### src/sv/ttt_pkg.sv
`default_nettype none

package ttt_pkg;

  // Field widths fixed by the request and result formats.
  localparam int unsigned OPCODE_W      = 3;
  localparam int unsigned SLOT_W        = 4;
  localparam int unsigned COUNT_FIELD_W = 16;
  localparam int unsigned TIME_W        = 27;

  // Defaults for the top-level parameters.
  localparam int unsigned DEF_SLOTS      = 16;
  localparam int unsigned DEF_COUNT_BITS = 16;

  // Last tick count of the day; the time of day wraps to zero after it.
  localparam logic [TIME_W-1:0] DAY_END = TIME_W'(86399000);

  // Result status codes.
  localparam logic STATUS_OK     = 1'b0;
  localparam logic STATUS_REJECT = 1'b1;

  typedef enum logic [OPCODE_W-1:0] {
    OP_TICK     = 3'd0,
    OP_ADD      = 3'd1,
    OP_REMOVE   = 3'd2,
    OP_SERVICE  = 3'd3,
    OP_SET_TIME = 3'd4
  } op_e;

  typedef enum logic [2:0] {
    ST_IDLE,
    ST_TICK,
    ST_REMOVE,
    ST_SERVICE,
    ST_EMIT
  } state_e;

  typedef struct packed {
    logic [OPCODE_W-1:0]      opcode;
    logic [SLOT_W-1:0]        slot;
    logic [COUNT_FIELD_W-1:0] initial_delay;
    logic [COUNT_FIELD_W-1:0] period_ticks;
    logic [TIME_W-1:0]        time_value;
  } in_t;

  typedef struct packed {
    logic              status;
    logic              ready_valid;
    logic [SLOT_W-1:0] ready_slot;
    logic              last;
    logic [TIME_W-1:0] time_now;
  } out_t;

endpackage

`default_nettype wire

### src/sv/ttt_slot_mem.sv
`default_nettype none

module ttt_slot_mem #(
  parameter int unsigned SLOTS      = 16,
  parameter int unsigned COUNT_BITS = 16,
  localparam int unsigned IW        = $clog2(SLOTS)
) (
  input  wire logic                  clk_i,
  // Shared read port; the read data is registered.
  input  wire logic                  rd_en_i,
  input  wire logic [IW-1:0]         rd_addr_i,
  output logic      [COUNT_BITS-1:0] rd_count_o,
  output logic      [COUNT_BITS-1:0] rd_period_o,
  output logic      [IW-1:0]         rd_link_o,
  // Countdown and period write port.
  input  wire logic                  data_we_i,
  input  wire logic [IW-1:0]         data_addr_i,
  input  wire logic [COUNT_BITS-1:0] wr_count_i,
  input  wire logic [COUNT_BITS-1:0] wr_period_i,
  // Next-link write port.
  input  wire logic                  link_we_i,
  input  wire logic [IW-1:0]         link_addr_i,
  input  wire logic [IW-1:0]         link_data_i
);

  // Countdown and reload period share one word per slot.
  logic [2*COUNT_BITS-1:0] data_mem [SLOTS];
  logic [IW-1:0]           link_mem [SLOTS];
  logic [2*COUNT_BITS-1:0] data_rd_q;
  logic [IW-1:0]           link_rd_q;

  // Data memory.
  always_ff @(posedge clk_i) begin
    if (data_we_i) begin
      data_mem[data_addr_i] <= {wr_count_i, wr_period_i};
    end
    if (rd_en_i) begin
      data_rd_q <= data_mem[rd_addr_i];
    end
  end

  // Link memory.
  always_ff @(posedge clk_i) begin
    if (link_we_i) begin
      link_mem[link_addr_i] <= link_data_i;
    end
    if (rd_en_i) begin
      link_rd_q <= link_mem[rd_addr_i];
    end
  end

  assign rd_count_o  = data_rd_q[2*COUNT_BITS-1:COUNT_BITS];
  assign rd_period_o = data_rd_q[COUNT_BITS-1:0];
  assign rd_link_o   = link_rd_q;

endmodule

`default_nettype wire

### src/sv/tick_task_timer_table.sv
`default_nettype none

// Tick-driven timer table. Slots are kept in a linked list in the order they
// were added; countdown, reload period and next link of each slot live in a
// slot memory with a registered read, while the listed and fire flags sit in
// flip-flops. Add, set time, rejected and unknown requests walk no slots and
// go straight to their result. Tick walks the list one slot per cycle. Remove
// walks from the head to the slot. Service walks from the head up to the last
// fired slot, one slot per cycle while the result side does not stall, and
// gives one result per fired slot; with nothing fired it gives one result.
// The walk speed is set by the single read port of the slot memory, since
// each step needs the link read in the step before. A new request is taken
// only while no request is in progress; the result register lets it be taken
// while an earlier result still waits downstream.
module tick_task_timer_table
  import ttt_pkg::*;
#(
  parameter int unsigned SLOTS      = DEF_SLOTS,
  parameter int unsigned COUNT_BITS = DEF_COUNT_BITS
) (
  input  wire logic clk_i,
  input  wire logic rst_ni,
  input  wire logic in_valid_i,
  output logic      in_ready_o,
  input  wire in_t  in_i,
  output logic      out_valid_o,
  input  wire logic out_ready_i,
  output out_t      out_o
);

  localparam int unsigned IW   = $clog2(SLOTS);
  localparam int unsigned CNTW = $clog2(SLOTS + 1);

  state_e                state_q, state_d;
  logic [IW-1:0]         cur_q, cur_d;
  logic [IW-1:0]         prev_q, prev_d;
  logic                  has_prev_q, has_prev_d;
  logic [IW-1:0]         tgt_q, tgt_d;
  logic [CNTW-1:0]       rem_q, rem_d;
  logic [IW-1:0]         head_q, head_d;
  logic [IW-1:0]         tail_q, tail_d;
  logic [CNTW-1:0]       count_q, count_d;
  logic [SLOTS-1:0]      listed_q, listed_d;
  logic [SLOTS-1:0]      fire_q, fire_d;
  logic [TIME_W-1:0]     tod_q, tod_d;
  logic                  status_q, status_d;
  logic                  out_valid_q, out_valid_d;
  out_t                  out_q, out_d;

  // Slot memory controls.
  logic                  rd_en;
  logic [IW-1:0]         rd_addr;
  logic [COUNT_BITS-1:0] cd_rd, per_rd;
  logic [IW-1:0]         link_rd;
  logic                  data_we;
  logic [IW-1:0]         data_addr;
  logic [COUNT_BITS-1:0] wr_count, wr_period;
  logic                  link_we;
  logic [IW-1:0]         link_addr, link_data;

  logic                  in_acc, out_free, load_out, do_unlink;
  op_e                   op;
  logic                  slot_ok, add_ok, rm_ok;
  logic [IW-1:0]         slot_idx;
  logic [SLOTS-1:0]      fire_rest;
  logic                  more_fired, cur_fired;
  logic [COUNT_BITS-1:0] cd_dec, cd_new;
  logic                  tick_fire;

  ttt_slot_mem #(
    .SLOTS      (SLOTS),
    .COUNT_BITS (COUNT_BITS)
  ) u_slot_mem (
    .clk_i       (clk_i),
    .rd_en_i     (rd_en),
    .rd_addr_i   (rd_addr),
    .rd_count_o  (cd_rd),
    .rd_period_o (per_rd),
    .rd_link_o   (link_rd),
    .data_we_i   (data_we),
    .data_addr_i (data_addr),
    .wr_count_i  (wr_count),
    .wr_period_i (wr_period),
    .link_we_i   (link_we),
    .link_addr_i (link_addr),
    .link_data_i (link_data)
  );

  // Handshake and request decode.
  assign in_ready_o = (state_q == ST_IDLE);
  assign in_acc     = in_valid_i && in_ready_o;
  assign out_free   = !out_valid_q || out_ready_i;
  assign op         = op_e'(in_i.opcode);
  assign slot_ok    = 32'(in_i.slot) < SLOTS;
  assign slot_idx   = IW'(in_i.slot);
  assign add_ok     = slot_ok && !listed_q[slot_idx] && (count_q < CNTW'(SLOTS));
  assign rm_ok      = slot_ok && listed_q[slot_idx];

  // Fired slots other than the current one; every fired slot is listed and
  // not yet visited, so none left means the current result is the last.
  always_comb begin
    fire_rest        = fire_q;
    fire_rest[cur_q] = 1'b0;
  end
  assign more_fired = |fire_rest;
  assign cur_fired  = fire_q[cur_q];

  // Countdown step for one slot during a tick.
  assign cd_dec    = (cd_rd != '0) ? cd_rd - COUNT_BITS'(1) : '0;
  assign tick_fire = (cd_dec == '0);
  assign cd_new    = (tick_fire && per_rd != '0) ? per_rd : cd_dec;

  // Next state.
  always_comb begin
    state_d = state_q;
    case (state_q)
      ST_IDLE: begin
        if (in_acc) begin
          case (op)
            OP_TICK:    state_d = (count_q != '0) ? ST_TICK : ST_EMIT;
            OP_REMOVE:  state_d = rm_ok ? ST_REMOVE : ST_EMIT;
            OP_SERVICE: state_d = (|fire_q) ? ST_SERVICE : ST_EMIT;
            default:    state_d = ST_EMIT;
          endcase
        end
      end
      ST_TICK: begin
        if (rem_q <= CNTW'(1)) begin
          state_d = ST_EMIT;
        end
      end
      ST_REMOVE: begin
        if (cur_q == tgt_q) begin
          state_d = ST_EMIT;
        end
      end
      ST_SERVICE: begin
        if (cur_fired && out_free && !more_fired) begin
          state_d = ST_IDLE;
        end
      end
      ST_EMIT: begin
        if (out_free) begin
          state_d = ST_IDLE;
        end
      end
      default: state_d = ST_IDLE;
    endcase
  end

  // Datapath, memory controls and results.
  always_comb begin
    cur_d      = cur_q;
    prev_d     = prev_q;
    has_prev_d = has_prev_q;
    tgt_d      = tgt_q;
    rem_d      = rem_q;
    head_d     = head_q;
    tail_d     = tail_q;
    count_d    = count_q;
    listed_d   = listed_q;
    fire_d     = fire_q;
    tod_d      = tod_q;
    status_d   = status_q;
    out_d      = out_q;
    load_out   = 1'b0;
    do_unlink  = 1'b0;
    rd_en      = 1'b0;
    rd_addr    = cur_q;
    data_we    = 1'b0;
    data_addr  = cur_q;
    wr_count   = cd_new;
    wr_period  = per_rd;
    link_we    = 1'b0;
    link_addr  = tail_q;
    link_data  = slot_idx;

    case (state_q)
      ST_IDLE: begin
        if (in_acc) begin
          status_d   = STATUS_OK;
          prev_d     = '0;
          has_prev_d = 1'b0;
          cur_d      = head_q;
          case (op)
            OP_TICK: begin
              tod_d = (tod_q >= DAY_END) ? '0 : tod_q + TIME_W'(1);
              rem_d = count_q;
              if (count_q != '0) begin
                rd_en   = 1'b1;
                rd_addr = head_q;
              end
            end
            OP_ADD: begin
              if (add_ok) begin
                data_we   = 1'b1;
                data_addr = slot_idx;
                wr_count  = COUNT_BITS'(in_i.initial_delay);
                wr_period = COUNT_BITS'(in_i.period_ticks);
                listed_d[slot_idx] = 1'b1;
                fire_d[slot_idx]   = 1'b0;
                if (count_q == '0) begin
                  head_d = slot_idx;
                end else begin
                  link_we = 1'b1;
                end
                tail_d  = slot_idx;
                count_d = count_q + CNTW'(1);
              end else begin
                status_d = STATUS_REJECT;
              end
            end
            OP_REMOVE: begin
              tgt_d = slot_idx;
              if (rm_ok) begin
                rd_en   = 1'b1;
                rd_addr = head_q;
              end else begin
                status_d = STATUS_REJECT;
              end
            end
            OP_SERVICE: begin
              if (|fire_q) begin
                rd_en   = 1'b1;
                rd_addr = head_q;
              end
            end
            OP_SET_TIME: begin
              tod_d = (in_i.time_value > DAY_END) ? '0 : in_i.time_value;
            end
            default: status_d = STATUS_REJECT;
          endcase
        end
      end

      // Count down the current slot and fetch the next one.
      ST_TICK: begin
        data_we = 1'b1;
        if (tick_fire) begin
          fire_d[cur_q] = 1'b1;
        end
        if (rem_q > CNTW'(1)) begin
          rd_en   = 1'b1;
          rd_addr = link_rd;
          cur_d   = link_rd;
          rem_d   = rem_q - CNTW'(1);
        end
      end

      // Search for the slot to remove, keeping its predecessor.
      ST_REMOVE: begin
        if (cur_q == tgt_q) begin
          do_unlink = 1'b1;
        end else begin
          prev_d     = cur_q;
          has_prev_d = 1'b1;
          rd_en      = 1'b1;
          rd_addr    = link_rd;
          cur_d      = link_rd;
        end
      end

      // Emit fired slots in list order; hold the slot while the result
      // register is full by reading it again.
      ST_SERVICE: begin
        if (cur_fired) begin
          if (out_free) begin
            load_out          = 1'b1;
            out_d.status      = STATUS_OK;
            out_d.ready_valid = 1'b1;
            out_d.ready_slot  = SLOT_W'(cur_q);
            out_d.last        = !more_fired;
            out_d.time_now    = tod_q;
            fire_d[cur_q]     = 1'b0;
            if (per_rd == '0) begin
              do_unlink = 1'b1;
            end else begin
              prev_d     = cur_q;
              has_prev_d = 1'b1;
            end
            if (more_fired) begin
              rd_en   = 1'b1;
              rd_addr = link_rd;
              cur_d   = link_rd;
            end
          end else begin
            rd_en = 1'b1;
          end
        end else begin
          prev_d     = cur_q;
          has_prev_d = 1'b1;
          rd_en      = 1'b1;
          rd_addr    = link_rd;
          cur_d      = link_rd;
        end
      end

      ST_EMIT: begin
        if (out_free) begin
          load_out          = 1'b1;
          out_d.status      = status_q;
          out_d.ready_valid = 1'b0;
          out_d.ready_slot  = '0;
          out_d.last        = 1'b1;
          out_d.time_now    = tod_q;
        end
      end

      default: ;
    endcase

    // Unlink the current slot; a removed tail keeps its predecessor's stale
    // link, which the count-bounded walks never follow.
    if (do_unlink) begin
      listed_d[cur_q] = 1'b0;
      fire_d[cur_q]   = 1'b0;
      count_d         = count_q - CNTW'(1);
      if (count_q <= CNTW'(1)) begin
        head_d = '0;
        tail_d = '0;
      end else if (!has_prev_q) begin
        head_d = link_rd;
      end else if (cur_q == tail_q) begin
        tail_d = prev_q;
      end else begin
        link_we   = 1'b1;
        link_addr = prev_q;
        link_data = link_rd;
      end
    end

    out_valid_d = load_out ? 1'b1 : (out_valid_q && !out_ready_i);
  end

  // Control state.
  always_ff @(posedge clk_i or negedge rst_ni) begin
    if (!rst_ni) begin
      state_q     <= ST_IDLE;
      head_q      <= '0;
      tail_q      <= '0;
      count_q     <= '0;
      listed_q    <= '0;
      fire_q      <= '0;
      tod_q       <= '0;
      out_valid_q <= 1'b0;
    end else begin
      state_q     <= state_d;
      head_q      <= head_d;
      tail_q      <= tail_d;
      count_q     <= count_d;
      listed_q    <= listed_d;
      fire_q      <= fire_d;
      tod_q       <= tod_d;
      out_valid_q <= out_valid_d;
    end
  end

  // Walk and result payload registers.
  always_ff @(posedge clk_i) begin
    cur_q      <= cur_d;
    prev_q     <= prev_d;
    has_prev_q <= has_prev_d;
    tgt_q      <= tgt_d;
    rem_q      <= rem_d;
    status_q   <= status_d;
    out_q      <= out_d;
  end

  assign out_valid_o = out_valid_q;
  assign out_o       = out_q;

  // Only listed slots can carry a fire flag.
  a_fire_listed: assert property (@(posedge clk_i) disable iff (!rst_ni)
    (fire_q & ~listed_q) == '0)
    else $error("fire flag set on a slot that is not listed");

  // The list length matches the number of listed slots.
  a_count_match: assert property (@(posedge clk_i) disable iff (!rst_ni)
    count_q == CNTW'($countones(listed_q)))
    else $error("list count disagrees with listed flags");

  // Every list walk only visits listed slots.
  a_walk_listed: assert property (@(posedge clk_i) disable iff (!rst_ni)
    (state_q == ST_TICK || state_q == ST_REMOVE || state_q == ST_SERVICE)
      |-> listed_q[cur_q])
    else $error("list walk reached a slot that is not listed");

  // The data memory never reads and writes the same entry in one cycle.
  a_no_rw_clash: assert property (@(posedge clk_i) disable iff (!rst_ni)
    (rd_en && data_we) |-> (rd_addr != data_addr))
    else $error("read and write of the same slot entry in one cycle");

  // The time of day stays within one day.
  a_tod_range: assert property (@(posedge clk_i) disable iff (!rst_ni)
    tod_q <= DAY_END)
    else $error("time of day beyond the end of the day");

endmodule

`default_nettype wire

### config.mk
export PLATFORM = sky130hd
export DESIGN_NAME = tick_task_timer_table
export DESIGN_NICKNAME = d
export VERILOG_FILES = /design/src/sv/ttt_pkg.sv /design/src/sv/ttt_slot_mem.sv /design/src/sv/tick_task_timer_table.sv
export SDC_FILE = /design/constraint.sdc
export NUM_CORES = 1
export LEC_CHECK = 0
export BUFFER_PORTS_ARGS = -buffer_cell sky130_fd_sc_hd__buf_4
export CAP_MARGIN = 30
export CORE_MARGIN = 2
export CORE_UTILIZATION = 56
export DETAILED_ROUTE_END_ITERATION = 8
export GPL_TIMING_DRIVEN = 0
export PLACE_DENSITY = 0.79
export SYNTH_ARGS = -nofsm -noshare
export SYNTH_HDL_FRONTEND = slang
export SYNTH_SLANG_ARGS = --single-unit
export TNS_END_PERCENT = 10
### constraint.sdc
create_clock -name clk_i -period 4.35 [get_ports clk_i]
set_input_delay 0.87 -clock clk_i [delete_from_list [all_inputs] [get_ports clk_i]]
set_output_delay 0.87 -clock clk_i [all_outputs]
set_load 0.01 [all_outputs]
==> results of run 1 <==
==> how the worst max path moves through the flow <==
| stage | startpoint | to | slack [ps] |
|---|---|---|---|
| after floorplan | in_i[59] | u_slot_mem.data_mem[8][0] | -290 |
| after global placement | in_i[59] | u_slot_mem.data_mem[4][8] | -2590 |
| after detailed placement | in_i[59] | u_slot_mem.data_mem[2][9] | -1830 |
| after CTS | cur_q[0] | u_slot_mem.data_rd_q[16] | -50 |
| after global routing | cur_q[1] | u_slot_mem.data_rd_q[28] | -180 |
| final | cur_q[1] | u_slot_mem.data_rd_q[16] | -110 |
==> layout by cell type (no fill, tap or decap), drive strengths merged, types with 9 or more instances in the layout <==
cell      n
a211o    25
a211oi   49
a21o     26
a21oi   324
a22oi    79
a31oi    14
a32o     51
a32oi    37
and2     17
and3     16
and4      9
buf     256
bufinv    9
clkbuf  173
clkinv   34
dfrtp    76
edfxtp  665
ha        9
inv      45
mux2i     9
nand2   479
nand2b   15
nand3    33
nand4    11
nor2    145
nor3     42
nor4     30
o21ai    41
o22ai    45
o31ai    11
xnor2    17
==> cell type report <==
| type | instances | area [um^2] |
|---|---|---|
| fillers | 3970 | 18700 |
| clock inverters | 49 | 591 |
| well taps | 756 | 946 |
| inverters | 41 | 154 |
| flip-flops and latches | 741 | 21900 |
| multi-input cells | 1658 | 9780 |
| clock buffers | 91 | 2000 |
| repair buffers | 165 | 1750 |
| plain buffers | 173 | 843 |
==> cell families after synthesis <==
logic type | Yosys count
flops | 741
simple gates | 845
fa+ha+maj | 9
buf+inv | 215
mux | 22
compound gates | 758
xor+xnor | 24
==> through the flow <==
stage	cell area, um^2	TNS [ps]	std cells	utilization, %
5_1_grt	37900	-3520	3674	67.0
4_1_cts	37700	-55.0	3669	66.7
2_1_floorplan	32200	-95490	2614	-
3_3_place_gp	34000	-2054530	3475	60.0
6_report	37900	-313	3674	67.0
3_5_place_dp	34600	-1503560	3507	61.1
==> critical path: cells and delay by family (launching register included) <==
kind	cells	cell delay (ps)
buffers and inverters	6	1390
flip-flops	1	410
AO/OA/AOI/OAI	4	830
AND/OR/NAND/NOR	5	1540
==> per-layer routing <==
metal | wire [um] | share of wire (%) | vias up
li1 | - | - | 10400
met1 | 36900 | 36 | 12100
met2 | 47500 | 46 | 2021
met3 | 13400 | 13 | 395
met4 | 5610 | 5.4 | 0
met5 | 0 | 0 | -
==> power groups by stage <==
stage	Clock [uW]	Sequential (uW)	Combinational [uW]
2_1_floorplan	0	8750	4020
3_3_place_gp	0	8790	6270
3_5_place_dp	0	8790	6520
4_1_cts	6740	8640	6660
5_1_grt	7020	8690	7310
6_report	6740	8660	7000
==> synthesized netlist by cell type, types with 6 or more instances <==
| cell | n | area [um^2] |
|---|---|---|
| sky130_fd_sc_hd__ha_1 | 9 | 113 |
| sky130_fd_sc_hd__a2bb2oi_1 | 6 | 52.6 |
| sky130_fd_sc_hd__nand4_1 | 11 | 68.8 |
| sky130_fd_sc_hd__xor2_1 | 7 | 61.3 |
| sky130_fd_sc_hd__nand4b_1 | 6 | 52.6 |
| sky130_fd_sc_hd__o21a_1 | 7 | 52.6 |
| sky130_fd_sc_hd__a22o_1 | 6 | 52.6 |
| sky130_fd_sc_hd__a32oi_1 | 37 | 324 |
| sky130_fd_sc_hd__a32o_1 | 51 | 510 |
| sky130_fd_sc_hd__mux2_2 | 7 | 78.8 |
| sky130_fd_sc_hd__and4_1 | 9 | 78.8 |
| sky130_fd_sc_hd__o31ai_1 | 10 | 75.1 |
| sky130_fd_sc_hd__o22ai_1 | 45 | 282 |
| sky130_fd_sc_hd__nand2_1 | 479 | 1800 |
| sky130_fd_sc_hd__mux4_2 | 6 | 135 |
| sky130_fd_sc_hd__inv_1 | 41 | 154 |
| sky130_fd_sc_hd__a31oi_1 | 14 | 87.6 |
| sky130_fd_sc_hd__o21bai_1 | 6 | 45.0 |
| sky130_fd_sc_hd__edfxtp_1 | 665 | 20000 |
| sky130_fd_sc_hd__o21ai_0 | 41 | 205 |
| sky130_fd_sc_hd__or4_1 | 7 | 52.6 |
| sky130_fd_sc_hd__dfrtp_1 | 76 | 1900 |
| sky130_fd_sc_hd__nand3_1 | 33 | 165 |
| sky130_fd_sc_hd__a21oi_1 | 324 | 1620 |
| sky130_fd_sc_hd__nor4_1 | 29 | 181 |
| sky130_fd_sc_hd__nor3_1 | 42 | 210 |
| sky130_fd_sc_hd__buf_1 | 7 | 26.3 |
| sky130_fd_sc_hd__buf_2 | 72 | 360 |
| sky130_fd_sc_hd__and2_1 | 15 | 93.8 |
| sky130_fd_sc_hd__and3_1 | 16 | 100 |
| sky130_fd_sc_hd__a22oi_1 | 79 | 593 |
| sky130_fd_sc_hd__xnor2_1 | 17 | 149 |
| sky130_fd_sc_hd__mux2i_1 | 9 | 90.1 |
| sky130_fd_sc_hd__a211oi_1 | 49 | 368 |
| sky130_fd_sc_hd__a21o_1 | 26 | 195 |
| sky130_fd_sc_hd__nor2b_1 | 7 | 43.8 |
| sky130_fd_sc_hd__nand2b_1 | 14 | 87.6 |
| sky130_fd_sc_hd__nor2_1 | 144 | 541 |
| sky130_fd_sc_hd__clkbuf_1 | 80 | 300 |
| sky130_fd_sc_hd__buf_4 | 12 | 90.1 |
| sky130_fd_sc_hd__a211o_1 | 25 | 219 |
==> flip-flops by register name (all words and copies together) (netlist names), 4 cells and up <==
register and flops:
count_q 5, cur_q 4, fire_q 16, head_q 4, listed_q 16, out_o 34, prev_q 4, rem_q 5
tail_q 4, tgt_q 4, tod_q 27, u_slot_mem.data_mem 512, u_slot_mem.data_rd_q 32, u_slot_mem.link_mem 64, u_slot_mem.rd_link_o 4
==> repair_timing <==
action	in CTS	in global routing
hold endpoints to repair	0	0
gates resized for setup	44	46
setup buffers	23	4
setup endpoints to repair	1153	1106
pin swaps	17	2
==> run summary, run 1 <==
The run finished, with violations left. The final reports fail on negative setup slack. The layer flagged by global routing as most heavily used is met2.

The number of global-route vias before repair was 24200. The most used flip-flop cell after synthesis is sky130_fd_sc_hd__edfxtp_1. For the initial antenna violation count, the log shows 1. Register bit count reported by yosys: 741. In this run the number of H-tree levels came out at 3. The die outline area came out at 0.0594 mm^2. Setup violations remaining at the end of the flow were counted as 6. Summing the areas of all fa, ha and maj instances in the mapped netlist gives 0.350% of the synthesized area.

The detail route stage leaves a number of antenna-violating nets equal to 0. The multiplexer fraction of the synthesized cell area is 0.944%. Averaged over all synthesized cells, the footprint is 12.3 um^2. Global routing consumed, on the met3 layer, 8.15% of the routing resources. Minimum clock period after layout: 4460 ps.

The final weighted congestion of routability-driven global placement is 0.952. For this block, the routed nets add up to 103000 um of wire. By area, the combinational part of the netlist is dominated by compound AO/OA/AOI/OAI gates. Portion of the clock cycle consumed by the worst path in the final layout: 103%. After the first detailed-routing iteration, the DRC count stood at 4168. The cell internal power dissipation is 14400 uW.

Counting stages on the worst path, the most repeated cell is sky130_fd_sc_hd__buf_4. Measured against its own limit, the worst slew margin works out to 31.9%. The worst endpoint data arrival time was 4840 ps; the net count after synthesis was 2693. Walking the worst path, the cells encountered are clkbuf_1, or4bb_1, nor2_1, o22ai_1, or4_1, buf_2, a2bb2oi_2, and3_1, buf_4, buf_4, buf_4, buf_4, a32oi_1, a22oi_1, nand2_1. The kind of launch point of the worst setup path is a flip-flop. Per report_power, the clock group accounts for 30.1% of the total. The startpoint of the worst register-to-register path is cur_q[1]. The post-synthesis share of cell area spent on and, or, nand and nor gates was 11.7%. The clock latency of the later-clocked register in the worst-skew pair was 660 ps; the number of I/O pins was 106. The initialized floorplan defines 87 standard-cell rows. The share of the Yosys chip area taken by registers is 67.9%. The synthesized netlist devotes 15.5% of its cell area to compound gates. Sequential cells account for 38.6% of the total power.

The worst setup path is of the flip-flop to flip-flop kind. Of the total synthesized cell area, the portion taken by XOR and XNOR cells is 0.653%. The die outline width came out at 244 um. The tools report the leakage power as 0.0136 uW. Port buffering added 105 buffers. For the count of hold buffers inserted by post-cts repair, the log shows 0.

The number of antenna diodes in the final layout is 0. The classification of the worst-slack hold path was input pin to asynchronous set/reset pin. Clock tree synthesis selected as its root buffer the cell sky130_fd_sc_hd__clkbuf_16. The max-slew violation count was 0; the number of failing hold endpoints at the final stage was 0.

The logs give 0 for the total congestion overflow and 0 for the synthesis warning total. The run gives 152000 um as the global-route wire length before repair. For flop-to-flop paths, the worst setup slack is -110 ps.

The slowest stage of the critical path belongs to the cell sky130_fd_sc_hd__or4bb_1. For the final database, setup skew stands at 43.3 ps. The average vias per placed instance is 6.80. The residual DRC count is 0, and the slew at the pin with the worst max-slew slack is 1010 ps. Power spread over the standard cell area amounts to 591 mW/mm^2.

Summing every instance area after synthesis gives 0.0322 mm^2. Before CTS, the worst setup slack after placement is -1830 ps. In the global route stage, met1 resource usage came out at 45.1%. Across all layers, the routed design uses 25000 vias.

The post-synthesis instance total came out at 2614. The run gives 741 as the total clock sinks. In the global route stage, met2 resource usage came out at 53.8%. After synthesis, the share of flip-flops with an asynchronous set or reset is 10.3%. Once the floorplan was initialized, standard cells occupied 56.9% of the core.

TritonCTS built the clock tree. The worst-case reg-to-reg path depth is 15. Element type at the critical path end: a flip-flop. From bottom edge to top edge, the die measures 244 um. At the end of the flow, the number of nets in the layout was 2934. No sink is reached through more buffers than the 3 on the longest clock path.

Setup repair after global routing could not meet its margin everywhere. For the reported net switching power, the log shows 7960 uW. The tools report the total routing usage reported by global routing as 34.3%. The synthesis-to-layout area growth works out to 17.8%.

The number of CTS-inserted buffers was 75; the count of cell types in the netlist was 76. The least setup slack across all paths after layout was -112 ps; the biggest cell delay along the critical path was 590 ps. The number of search-and-repair iterations in the first detailed-routing pass was 8; the top achievable clock speed was 224 MHz. Entering global routing, the biggest net connects 40 pins. In this run the worst path has a maximum fanout of 10. The run gives 31.3% as the portion of total power attributed to combinational logic.

The worst register-to-register path ends at u_slot_mem.data_rd_q[16]. The HPWL after detailed placement is 68100 um. Data on the critical path is required at its endpoint by 4730 ps. Number of maximum-capacitance constraint violations: 0. Net switching is 35.6% of the power. Yosys mapped a number of flops with a built-in enable equal to 665. The floorplan core area was 0.0566 mm^2; the worst supply voltage drop on vdd was 0.396 mV.

The share of layout cells above drive strength 1 is 16.1%. Dividing the detail-routed wire length by the instance count gives 28.2 um. Summing internal, switching and leakage power gives 22400 uW.

The tools report the worst slack on hold paths as 239 ps. Clock-pin slew was measured on the worst setup and hold paths at 60 ps.
Power figures use the tool's default switching activity.
==> run 2, diff against run 1 <==
--- a/config.mk
+++ b/config.mk
@@ -11,7 +11,7 @@
 export CORE_UTILIZATION = 56
 export DETAILED_ROUTE_END_ITERATION = 8
 export GPL_TIMING_DRIVEN = 0
-export PLACE_DENSITY = 0.79
+export PLACE_DENSITY = 0.83
 export SYNTH_ARGS = -nofsm -noshare
 export SYNTH_HDL_FRONTEND = slang
 export SYNTH_SLANG_ARGS = --single-unit
==> run 2 against run 1 <==
Compared with the run above: the flow still finishes with violations (negative setup slack); flip-flop and latch count is the same; design area hardly changed; critical path depth shrank 2; total power is 0.74% lower; critical path type is now input pin to flip-flop; largest power group unchanged.
==> run summary, run 2 (synthesis results as in run 1) <==
For the placed cell area, the log shows 0.0347 mm^2 (was 0.0346 mm^2). The final net count is 2936 (was 2934). The share of layout cells above drive strength 1 came out at 16.7% (was 16.1%).

The run gives 0.469 mV (was 0.396 mV) as the worst supply voltage drop on vdd. The layer with the highest usage was met2 (unchanged). Element type at the critical path end: a flip-flop (unchanged). TritonCTS built the clock tree. The number of flip-flops in the largest register came out at 512 (unchanged).

Violated checks: negative setup slack (unchanged). The classification of the worst-slack hold path is input pin to asynchronous set/reset pin (unchanged). For the post-placement cell count, the log shows 3510 (was 3507). The most frequent standard cell in the layout excluding fill and tap cells was sky130_fd_sc_hd__edfxtp_1 (unchanged). The number of search-and-repair iterations in the first detailed-routing pass was 8 (unchanged); the least setup slack across all paths after layout was -163 ps (was -112 ps). The dominant cell type by count on the critical path was sky130_fd_sc_hd__buf_4 (unchanged). Final wirelength: 103000 um (about the same). The slew at the pin with the worst max-slew slack is 897 ps (was 1010 ps).

For the number of CTS-inserted buffers, the log shows 76 (was 75). The wire length per cell after detailed routing was 28.0 um (was 28.2 um); the met2 track demand over resource was 52.8% (was 53.8%). The run gives 8.83% (was 8.15%) as the met3 usage in global routing.

The HPWL reported at the end of detailed placement is 67000 um (was 68100 um), and the total power draw is 22200 uW (was 22400 uW). The vertical die dimension is 244 um (unchanged), and the pin count of the biggest net entering global routing is 63 (was 40). For the number of I/O pins, the log shows 106 (unchanged).

The level count of the clock H-tree was 3 (unchanged). The residual DRC count is 0 (unchanged), and the final standard cell utilization of the core is 67.0% (about the same). The maximum fanout along the worst path was 20 (was 10); the max-slew violation count was 0 (unchanged). Number of failing hold endpoints at the final stage: 0 (unchanged). For the number of global-route vias before repair, the log shows 24400 (was 24200). Die outline width: 244 um (unchanged).

Biggest cell delay along the critical path: 600 ps (was 590 ps). The total clock sinks is 741 (unchanged), and the average vias per placed instance is 6.86 (was 6.80). The kind of launch point of the worst setup path was an input pin (was a flip-flop). For the post-route standard cell area excluding fillers, the log shows 0.0379 mm^2 (about the same). The run gives 3853 (was 3970) as the number of fillers in the final layout.

The global-route wire length before repair was 151000 um (was 152000 um). Leading cell types in the layout, fill and taps excluded: sky130_fd_sc_hd__edfxtp_1, sky130_fd_sc_hd__nand2_1, sky130_fd_sc_hd__a21oi_1 (unchanged). Worst path cell trace: buf_4, buf_4, mux4_2, mux2_2, o21bai_1, nand2b_1, or4_1, clkbuf_1, clkbuf_4, nor2_1, a21oi_2, nor2_4, buf_12 (was clkbuf_1, or4bb_1, nor2_1, o22ai_1, or4_1, buf_2, a2bb2oi_2, and3_1, buf_4, buf_4, buf_4, buf_4, a32oi_1, a22oi_1, nand2_1). The worst relative slew slack was 40.2% (was 31.9%). For the setup clock skew after layout, the log shows 33.6 ps (was 43.3 ps). The run gives 0 (unchanged) as the number of maximum-capacitance constraint violations.

The run finished, with violations left. The met1 track demand over resource is 44.7% (was 45.1%), and the portion of the clock cycle consumed by the worst path in the final layout is 104% (was 103%). The initial antenna violation count was 0 (was 1); the total routing usage reported by global routing was 34.1% (was 34.3%). The register with the most flip-flops was u_slot_mem.data_mem (unchanged). Total number of placement rows: 87 (unchanged).

The post-route antenna net violation count is 0 (unchanged), and the cell area power density is 587 mW/mm^2 (was 591 mW/mm^2). The via count was 25200 (was 25000); the top achievable clock speed was 222 MHz (was 224 MHz). The clock tree root buffer cell was sky130_fd_sc_hd__clkbuf_16 (unchanged).

Floorplan core area: 0.0566 mm^2 (unchanged). The worst endpoint data arrival time is 4850 ps (was 4840 ps), and the final non-filler cell total is 3677 (was 3674). The tools report the aggregate negative setup slack as -16960 ps (was -313 ps). The run gives 250 (was 6) as the number of setup violations in the final report. The minimum clock period after layout was 4510 ps (was 4460 ps); the effective utilization at floorplan was 56.9% (unchanged). The count of routing violations after the opening detailed-route iteration is 4113 (was 4168). The tools report the die outline area as 0.0594 mm^2 (unchanged). The cell at the slowest stage of the critical path was sky130_fd_sc_hd__or4_1 (was sky130_fd_sc_hd__or4bb_1).

The startpoint of the worst register-to-register path was state_q[0] (was cur_q[1]). The leakage power was 0.0135 uW (was 0.0136 uW); the clock latency of the later-clocked register in the worst-skew pair was 660 ps (about the same). The required time at the endpoint of the critical path was 4690 ps (was 4730 ps). The count of hold buffers inserted by post-cts repair was 0 (unchanged); the total congestion overflow was 0 (unchanged). Classification of the worst setup path: input pin to flip-flop (was flip-flop to flip-flop).

Final weighted congestion of routability-driven global placement: 0.959 (was 0.952). The beginning of the critical path is in_i[59] (was cur_q[1]). The count of input and output buffers works out to 105 (unchanged). Clock-pin slew on the worst setup and hold paths: 60 ps (about the same).

Clock tree buffer depth: 3 (unchanged). Setup repair after global routing could not meet its margin everywhere. Synthesis-to-layout area growth: 17.7% (was 17.8%).
-- run 2: routing by layer --
| layer | up-vias | wire length, um |
|---|---|---|
| met2 | 2325 | 46800 |
| met1 | 12000 | 35000 |
| li1 | 10400 | - |
| met5 | - | 0 |
| met3 | 461 | 15100 |
| met4 | 0 | 6090 |
-- run 2: area by class of cell --
class                      count  area [um^2]  area share, %
tap                          756          946           2.50
clock inverter                45          454           1.20
inverter                      41          154          0.406
antenna                        1         2.50        0.00660
buffer                       171          887           2.34
clock buffer                  96         2000           5.27
sequential                   741        21900           57.7
multi-input combinational   1658         9800           25.9
timing repair buffer         168         1790           4.73
-- run 2: stage by stage --
| stage | hold slack (ps) | worst slack, ps |
|---|---|---|
| 2_1_floorplan | 464 | -287 |
| 3_3_place_gp | 495 | -2360 |
| 3_5_place_dp | 505 | -1490 |
| 4_1_cts | 92.1 | -78.1 |
| 5_1_grt | 97.9 | -160 |
| 6_report | 99.5 | -163 |
-- run 2: path summary, 6_finish.rpt --
check / endpoint / slack, ps / depth (start not counted)
min in group clk_i: tgt_q[0] / 460 / 1
worst max-delay path: u_slot_mem.data_mem[10][6] / -160 / 13
max in group asynchronous: fire_q[14] / 3620 / 2
worst min register to register: out_o[25] / 520 / 0
worst max register to register: u_slot_mem.data_mem[9][4] / 20 / 11
worst min-delay path: tod_q[12] / 100 / 1
-- run 2: worst max-delay path, delay by kind of cell --
kind / cells / cell delay [ps]
multiplexers: 2 / 860
AND/OR/NAND/NOR: 4 / 1480
AO/OA/AOI/OAI: 2 / 380
buffers and inverters: 5 / 1210
-- run 2: what timing repair did --
item / in CTS / in global routing
resized for setup: 49 / 83
gates cloned: 0 / 0
pin swaps: 14 / 4
buffers inserted: 23 / 5
setup endpoints to repair: 1154 / 990
-- run 2: report_power, final --
part	total, uW	internal (uW)	switching [uW]
sequential	8650	8340	307
clock	6460	3560	2900
combinational	7120	2280	4840
total	22200	14200	8050
